===== src/g5c_pkg.sv =====
`default_nettype none

package g5c_pkg;

   // Graph geometry
   localparam int unsigned NumVertices = 5;
   localparam int unsigned NumPairs    = 10;
   localparam int unsigned NumDegrees  = 5;
   localparam int unsigned VertW       = 3;
   localparam int unsigned DegW        = 3;
   localparam int unsigned CountW      = 3;
   localparam int unsigned IdW         = 5;

   // Ids chosen by the neighbor checks
   localparam logic [IdW-1:0] IdLeafNbDeg2 = 5'd9;
   localparam logic [IdW-1:0] IdLeafNbElse = 5'd3;
   localparam logic [IdW-1:0] IdHubAllDeg2 = 5'd6;
   localparam logic [IdW-1:0] IdHubElse    = 5'd12;
   localparam logic [IdW-1:0] IdNone       = 5'd0;

   typedef logic [NumPairs-1:0]               edge_type;
   typedef logic [VertW-1:0]                  vertex_type;
   typedef logic [DegW-1:0]                   degree_type;
   typedef degree_type [NumVertices-1:0]      degrees_type;
   typedef logic [CountW-1:0]                 count_type;
   typedef count_type [NumDegrees-1:0]        hist_type;

   typedef enum logic [1:0] {
      KindNone,
      KindDirect,
      KindLeaf,
      KindHub
   } kind_type;

   typedef struct packed {
      kind_type          kind;
      logic [IdW-1:0]    id;
   } match_type;

   // Stage beats
   typedef struct packed {
      edge_type    edges;
      degrees_type deg;
   } deg_beat_type;

   typedef struct packed {
      hist_type hist;
      logic     leaf_nb_deg2;
      logic     hub_all2;
   } feat_beat_type;

   typedef struct packed {
      logic [IdW-1:0] graphlet_id;
      logic           recognized;
   } rsp_beat_type;

   // Endpoints of each edge bit: 01,02,03,04,12,13,14,23,24,34
   localparam vertex_type PairA [NumPairs] = '{
      3'd0, 3'd0, 3'd0, 3'd0, 3'd1, 3'd1, 3'd1, 3'd2, 3'd2, 3'd3
   };
   localparam vertex_type PairB [NumPairs] = '{
      3'd1, 3'd2, 3'd3, 3'd4, 3'd2, 3'd3, 3'd4, 3'd3, 3'd4, 3'd4
   };

   // Adjacency of two vertices
   function automatic logic adj_bit(edge_type e, vertex_type a, vertex_type b);
      logic r;
      r = 1'b0;
      for (int p = 0; p < NumPairs; p++) begin
         if ((PairA[p] == a && PairB[p] == b) || (PairA[p] == b && PairB[p] == a)) begin
            r = e[p];
         end
      end
      return r;
   endfunction

   // Map the degree histogram (counts of degree 0..4) to a graphlet class
   function automatic match_type match_hist(hist_type h);
      match_type m;
      m.kind = KindDirect;
      m.id   = IdNone;
      case ({h[0], h[1], h[2], h[3], h[4]})
         {3'd0, 3'd2, 3'd3, 3'd0, 3'd0}: m.id = 5'd8;
         {3'd0, 3'd3, 3'd1, 3'd1, 3'd0}: m.id = 5'd1;
         {3'd0, 3'd4, 3'd0, 3'd0, 3'd1}: m.id = 5'd0;
         {3'd0, 3'd2, 3'd1, 3'd2, 3'd0}: m.id = 5'd4;
         {3'd0, 3'd1, 3'd3, 3'd1, 3'd0}: m.kind = KindLeaf;
         {3'd0, 3'd2, 3'd2, 3'd0, 3'd1}: m.id = 5'd2;
         {3'd0, 3'd0, 3'd5, 3'd0, 3'd0}: m.id = 5'd11;
         {3'd0, 3'd1, 3'd2, 3'd1, 3'd1}: m.id = 5'd5;
         {3'd0, 3'd0, 3'd4, 3'd0, 3'd1}: m.id = 5'd10;
         {3'd0, 3'd1, 3'd1, 3'd3, 3'd0}: m.id = 5'd14;
         {3'd0, 3'd0, 3'd3, 3'd2, 3'd0}: m.kind = KindHub;
         {3'd0, 3'd0, 3'd3, 3'd0, 3'd2}: m.id = 5'd7;
         {3'd0, 3'd1, 3'd0, 3'd3, 3'd1}: m.id = 5'd15;
         {3'd0, 3'd0, 3'd2, 3'd2, 3'd1}: m.id = 5'd13;
         {3'd0, 3'd0, 3'd1, 3'd4, 3'd0}: m.id = 5'd17;
         {3'd0, 3'd0, 3'd1, 3'd2, 3'd2}: m.id = 5'd16;
         {3'd0, 3'd0, 3'd0, 3'd4, 3'd1}: m.id = 5'd18;
         {3'd0, 3'd0, 3'd0, 3'd2, 3'd3}: m.id = 5'd19;
         {3'd0, 3'd0, 3'd0, 3'd0, 3'd5}: m.id = 5'd20;
         default:                        m.kind = KindNone;
      endcase
      return m;
   endfunction

endpackage

`default_nettype wire


===== src/g5c_degree.sv =====
`default_nettype none

module g5c_degree
   import g5c_pkg::*;
(
   input  wire logic         clock,
   input  wire logic         reset,
   input  wire logic         in_valid,
   output logic              in_ready,
   input  wire edge_type     in_edges,
   output logic              out_valid,
   input  wire logic         out_ready,
   output deg_beat_type      out_data
);

   logic         valid_ff;
   deg_beat_type data_ff;
   deg_beat_type data_in;

   // Count the edges touching each vertex
   always_comb begin
      data_in.edges = in_edges;
      for (int v = 0; v < NumVertices; v++) begin
         data_in.deg[v] = '0;
         for (int p = 0; p < NumPairs; p++) begin
            if (in_edges[p] && (PairA[p] == VertW'(v) || PairB[p] == VertW'(v))) begin
               data_in.deg[v] = data_in.deg[v] + 3'd1;
            end
         end
      end
   end

   // Advance when this slot is empty or being drained
   assign in_ready = !valid_ff || out_ready;

   always_ff @(posedge clock) begin
      if (reset) begin
         valid_ff <= 1'b0;
      end else if (in_ready) begin
         valid_ff <= in_valid;
      end
   end

   always_ff @(posedge clock) begin
      if (in_ready && in_valid) begin
         data_ff <= data_in;
      end
   end

   assign out_valid = valid_ff;
   assign out_data  = data_ff;

endmodule

`default_nettype wire


===== src/g5c_features.sv =====
`default_nettype none

module g5c_features
   import g5c_pkg::*;
(
   input  wire logic          clock,
   input  wire logic          reset,
   input  wire logic          in_valid,
   output logic               in_ready,
   input  wire deg_beat_type  in_data,
   output logic               out_valid,
   input  wire logic          out_ready,
   output feat_beat_type      out_data
);

   logic          valid_ff;
   feat_beat_type data_ff;
   feat_beat_type data_in;
   hist_type      deg_hist;
   logic          leaf_nb_deg2;
   logic          hub_all2;
   vertex_type    leaf;
   vertex_type    leaf_nb;
   vertex_type    hub;

   // Build the degree histogram
   always_comb begin
      for (int d = 0; d < NumDegrees; d++) begin
         deg_hist[d] = '0;
         for (int v = 0; v < NumVertices; v++) begin
            if (in_data.deg[v] == DegW'(d)) begin
               deg_hist[d] = deg_hist[d] + 3'd1;
            end
         end
      end
   end

   // Find the lowest degree-1 vertex and its lowest neighbor
   always_comb begin
      leaf = '0;
      for (int i = NumVertices - 1; i >= 0; i--) begin
         if (in_data.deg[i] == 3'd1) begin
            leaf = VertW'(i);
         end
      end
      leaf_nb = '0;
      for (int j = NumVertices - 1; j >= 0; j--) begin
         if (VertW'(j) != leaf && adj_bit(in_data.edges, leaf, VertW'(j))) begin
            leaf_nb = VertW'(j);
         end
      end
      leaf_nb_deg2 = (in_data.deg[leaf_nb] == 3'd2);
   end

   // Check that every neighbor of the lowest degree-3 vertex has degree 2
   always_comb begin
      hub = '0;
      for (int i = NumVertices - 1; i >= 0; i--) begin
         if (in_data.deg[i] == 3'd3) begin
            hub = VertW'(i);
         end
      end
      hub_all2 = 1'b1;
      for (int j = 0; j < NumVertices; j++) begin
         if (VertW'(j) != hub && adj_bit(in_data.edges, hub, VertW'(j))
             && in_data.deg[j] != 3'd2) begin
            hub_all2 = 1'b0;
         end
      end
   end

   // Gather the stage beat
   assign data_in = '{hist: deg_hist, leaf_nb_deg2: leaf_nb_deg2, hub_all2: hub_all2};

   assign in_ready = !valid_ff || out_ready;

   always_ff @(posedge clock) begin
      if (reset) begin
         valid_ff <= 1'b0;
      end else if (in_ready) begin
         valid_ff <= in_valid;
      end
   end

   always_ff @(posedge clock) begin
      if (in_ready && in_valid) begin
         data_ff <= data_in;
      end
   end

   assign out_valid = valid_ff;
   assign out_data  = data_ff;

endmodule

`default_nettype wire


===== src/g5c_match.sv =====
`default_nettype none

module g5c_match
   import g5c_pkg::*;
(
   input  wire logic           clock,
   input  wire logic           reset,
   input  wire logic           in_valid,
   output logic                in_ready,
   input  wire feat_beat_type  in_data,
   output logic                out_valid,
   input  wire logic           out_ready,
   output rsp_beat_type        out_data
);

   logic         valid_ff;
   rsp_beat_type data_ff;
   rsp_beat_type data_in;
   match_type    m;

   // Look up the histogram and resolve the two split sequences
   always_comb begin
      m = match_hist(in_data.hist);
      data_in.recognized = 1'b1;
      case (m.kind)
         KindNone: begin
            data_in.recognized  = 1'b0;
            data_in.graphlet_id = IdNone;
         end
         KindLeaf: data_in.graphlet_id = in_data.leaf_nb_deg2 ? IdLeafNbDeg2 : IdLeafNbElse;
         KindHub:  data_in.graphlet_id = in_data.hub_all2 ? IdHubAllDeg2 : IdHubElse;
         default:  data_in.graphlet_id = m.id;
      endcase
   end

   // Output register: holds a beat while the receiver stalls
   assign in_ready = !valid_ff || out_ready;

   always_ff @(posedge clock) begin
      if (reset) begin
         valid_ff <= 1'b0;
      end else if (in_ready) begin
         valid_ff <= in_valid;
      end
   end

   always_ff @(posedge clock) begin
      if (in_ready && in_valid) begin
         data_ff <= data_in;
      end
   end

   assign out_valid = valid_ff;
   assign out_data  = data_ff;

endmodule

`default_nettype wire


===== src/graphlet5_classifier_top.sv =====
`default_nettype none

// Five-vertex graphlet classifier.
// Input stream (req_): one beat per graph, req_tdata[9:0] holds the edge
// bits for pairs 01,02,03,04,12,13,14,23,24,34 from bit 0 up; the upper
// bits of req_tdata are ignored.
// Result stream (rsp_): one beat per input beat, in order. rsp_tdata[4:0]
// holds the graphlet id, rsp_tuser says whether the degree pattern was
// recognized; an unrecognized graph returns id 0.
// Pipeline: three register stages (degree count, histogram and neighbor
// checks, table match into the output register).
// Throughput: one beat per cycle while rsp_tready stays high, with one
// slot per stage of the three-stage pipeline.
// Stall: each stage holds its beat while the one after it is full and not
// draining; req_tready falls only when all three stages are full and
// rsp_tready is low. Nothing is dropped or repeated.
// Reset: synchronous, clears all stage valid bits; in-flight beats are
// discarded and the block accepts again in the next cycle.

module graphlet5_classifier_top
   import g5c_pkg::*;
(
   input  wire logic        clock,
   input  wire logic        reset,
   input  wire logic        req_tvalid,
   output logic             req_tready,
   input  wire logic [15:0] req_tdata,   // [9:0] edge_bits, [15:10] zero fill
   output logic             rsp_tvalid,
   input  wire logic        rsp_tready,
   output logic [7:0]       rsp_tdata,   // [4:0] graphlet_id, [7:5] zero fill
   output logic             rsp_tuser    // [0] recognized
);

   logic          s1_valid;
   logic          s1_ready;
   deg_beat_type  s1_data;
   logic          s2_valid;
   logic          s2_ready;
   feat_beat_type s2_data;
   rsp_beat_type  s3_data;

   g5c_degree u_degree (
      .clock     (clock),
      .reset     (reset),
      .in_valid  (req_tvalid),
      .in_ready  (req_tready),
      .in_edges  (req_tdata[NumPairs-1:0]),
      .out_valid (s1_valid),
      .out_ready (s1_ready),
      .out_data  (s1_data)
   );

   g5c_features u_features (
      .clock     (clock),
      .reset     (reset),
      .in_valid  (s1_valid),
      .in_ready  (s1_ready),
      .in_data   (s1_data),
      .out_valid (s2_valid),
      .out_ready (s2_ready),
      .out_data  (s2_data)
   );

   g5c_match u_match (
      .clock     (clock),
      .reset     (reset),
      .in_valid  (s2_valid),
      .in_ready  (s2_ready),
      .in_data   (s2_data),
      .out_valid (rsp_tvalid),
      .out_ready (rsp_tready),
      .out_data  (s3_data)
   );

   // Pack the result beat
   assign rsp_tdata = {3'b000, s3_data.graphlet_id};
   assign rsp_tuser = s3_data.recognized;

endmodule

`default_nettype wire


===== config.mk =====
export PLATFORM = sky130hd
export DESIGN_NAME = graphlet5_classifier_top
export DESIGN_NICKNAME = d
export VERILOG_FILES = /design/src/g5c_pkg.sv /design/src/g5c_degree.sv /design/src/g5c_features.sv /design/src/g5c_match.sv /design/src/graphlet5_classifier_top.sv
export SDC_FILE = /design/constraint.sdc
export NUM_CORES = 1
export LEC_CHECK = 0
export ABC_AREA = 1
export BUFFER_PORTS_ARGS = -buffer_cell sky130_fd_sc_hd__clkbuf_2
export CAP_MARGIN = 20
export CORE_UTILIZATION = 55
export CTS_CLUSTER_SIZE = 40
export DETAILED_ROUTE_END_ITERATION = 12
export HOLD_SLACK_MARGIN = 0.15
export PLACE_DENSITY = 0.86
export SYNTH_ARGS = -nofsm -noshare
export SYNTH_HDL_FRONTEND = slang
export SYNTH_SLANG_ARGS = --single-unit
export TNS_END_PERCENT = 1

===== constraint.sdc =====
create_clock -name clock -period 2.7 [get_ports clock]
set_clock_uncertainty 0.1 [all_clocks]
set_input_delay 0.405 -clock clock [delete_from_list [all_inputs] [get_ports clock]]
set_output_delay 0.405 -clock clock [all_outputs]
set_load 0.02 [all_outputs]

==> run summary <==
Status: finished with violations
Violated checks: negative setup slack
Global-route wire length before repair: 17300 um
CTS tree: yes
Ant. Diodes: 0
Proportion of layout cells with a drive suffix above 1: 33.7%
Core Util, Final: 74.0%
Area growth, synth to finish: 26.7%
Fmax: 358 MHz
Total power: 2.72 mW
Slew HR: 54.3%
Gr usage total: 26.3%
Fin crit share: 103%
CTS root buf: clkbuf_8
Mapped cell area: 4330 um^2
DRC Markers: 0
Clock sink count: 51
Critical-path top delay cell: edfxtp_1
Largest family of logic cells by synthesized area: simple AND/OR/NAND/NOR gates
CTS Hold Bufs: 0
Worst Path Arrival: 2.76 ns
CTS max path bufs: 2
Slew @ Worst Pin: 0.680 ns
Vias in the first global route: 3966
Vias/cell: 5.64
WP buf/inv: 2
Detail Route Antenna Nets: 0
Fin. Hold Viols: 0
Unrepaired setup endpoints after global routing: yes
Most used cell along the critical path: ha_4
Synth Area in Compound Gates: 5.84%
Final GP Congestion: 0.959
Xor/xnor share of the synthesized area: 7.09%
Gate Count Post-Synth: 534
Row cnt: 31
Register clock-pin slew on the reported worst setup and hold paths: 0.10 ns
Yosys reg bits: 51
Via count: 4003
Chip Height: 90.7 um
Gr ovfl total: 0
CP required: 2.67 ns
Power Density: 496 nW/um^2
Final Instance Area: 5480 um^2
Drt wl/cell: 15.6 um
Final setup fails: 7
Maximum vdd drop: 0.294 mV
CP Launch Type: flop
Clk Latency, worst-skew pair: 0.32 ns
Mux cell area share after synthesis: 1.56%
Critical path's top delay family: adder cells
Die ar.: 8230 um^2
Synthesized area per cell: 8.10 um^2
Core box area: 7410 um^2
NumNets Final: 666
Setup TNS: -0.363 ns
Setup Crit Path Kind: reg2reg
Htree depth: 2
Crit path largest cell delay: 0.47 ns
Adder-Cell Fraction of Synth Area: 10.4%
CP endpoint kind: flop
Ports: 31
Hold Crit Class: in2reg
Distinct cells, synth: 41
Slew Limit Fails: 0
Pleak: 2.52 nW
Yosys warns: 0
Port buffer count: 21
Initial antenna violation count: 0
Die Wd: 90.7 um
Total CTS buffers: 5
Sequential area share after synthesis: 34.7%
Simple-gate share of the synthesized area: 31.6%
Post-detailed-placement half-perimeter wirelength: 7770 um
Initial Util: 58.4%
Largest net degree at the start of global routing: 26
Drt pass-1 iters: 6
Post-place instance area: 4890 um^2
Final setup margin: -0.0896 ns
Max Cap Violations: 0
Worst-path cell chain: nor3_2 -> inv_1 -> ha_4 -> or2_4 -> nand2_2 -> inv_2 -> ha_4 -> mux2_4 -> ha_4 -> mux2_4
Tmin final: 2.79 ns
FILL cells: 475
DRT iter0 DRCs: 307
Routed Wire Length: 11000 um
Max FO, Critical Path: 4
## path summary, 6_finish.rpt
check,start,end,slack [ns],cells after the start
max,u_degree.out_data[0],u_features.out_data[3],-0.09,10
min,reset,u_match.out_valid,0.17,2
max reg2reg,u_degree.out_data[0],u_features.out_data[3],-0.09,10
min reg2reg,u_features.out_valid,u_match.out_valid,0.38,2
## per-layer routing
layer  up-vias  GRT usage, %  share of wire [%]
met3        55          4.63                5.6
met1      1867          26.2                 35
met2       166          51.4                 55
met4         0          13.4                4.4
li1       1915             -                  -
met5         -             0                  0
## layout make-up
cell class              instances  area (um^2)  share of cell area (%)
clock inverters                 2         35.0                   0.639
clock buffers                   6         82.6                    1.51
flip-flops and latches         51         1500                    27.4
inverters                      92          358                    6.53
repair buffers                 72          499                    9.10
well taps                      99          124                    2.26
multi-input cells             388         2880                    52.6
## synth_stat cells (all sizes together)
| master | instances | area (um^2) |
|---|---|---|
| o22ai | 2 | 12.5 |
| buf | 3 | 22.5 |
| xor2 | 28 | 245 |
| or2 | 7 | 43.8 |
| edfxtp | 48 | 1440 |
| o21ai | 18 | 90.1 |
| ha | 36 | 450 |
| xnor2 | 7 | 61.3 |
| nor4 | 4 | 31.3 |
| a22oi | 1 | 7.51 |
| conb | 1 | 3.75 |
| nor2 | 44 | 220 |
| nor3 | 19 | 111 |
| nand4 | 15 | 93.8 |
| nand2 | 121 | 509 |
| a21oi | 9 | 48.8 |
| a31oi | 4 | 25.0 |
| o221ai | 3 | 38.8 |
| or3 | 1 | 6.26 |
| inv | 92 | 348 |
| mux2 | 6 | 67.6 |
| nand3 | 56 | 350 |
| o31ai | 2 | 15.0 |
| dfxtp | 3 | 60.1 |
| o211ai | 2 | 15.0 |
| clkbuf | 2 | 7.51 |
## cell usage in the layout (no fill, tap or decap), drive strengths merged, types with 9 or more instances in the layout
cell,n
nand3,56
buf,51
inv,92
nor3,19
clkbuf,27
a21oi,9
nor2,44
o21ai,18
xor2,28
edfxtp,48
ha,36
nand4,15
nand2,121
## state kept, by name (all words and copies together) (netlist names)
signal	cells
u_degree.out_data	25
u_match.out_valid	1
u_features.out_data	17
u_match.out_data	6
u_features.out_valid	1
u_degree.out_valid	1
## stage by stage
stage | setup WS (ns) | hold slack [ns] | instances
after floorplan | -0.0336 | 0.350 | 536
after global placement | -0.128 | 0.364 | 684
after detailed placement | -0.198 | 0.368 | 684
after CTS | -0.0540 | 0.173 | 707
after global routing | -0.179 | 0.169 | 710
final | -0.0896 | 0.166 | 710
## what timing repair did
item / CTS / global route
pin swaps: 27 / 19
setup buffers: 15 / 3
endpoints found under the setup margin: 10 / 10
gates resized for setup: 38 / 35
## cell families after synthesis
| logic type | after synthesis |
|---|---|
| buffers and inverters | 97 |
| AO/OA/AOI/OAI | 41 |
| AND/OR/NAND/NOR | 267 |
| adder cells (fa/ha/maj) | 36 |
| flip-flops | 51 |
| XOR/XNOR | 35 |
| other | 1 |
| multiplexers | 6 |
## power breakdown
group          switching (mW)  internal, mW  leakage [nW]  total [mW]
combinational           0.656         0.493          1.95        1.15
clock                   0.255         0.300        0.0612       0.555
sequential             0.0621         0.955         0.512        1.02
total                   0.974          1.75          2.52        2.72
No activity file was read; power rests on OpenSTA's default activity.
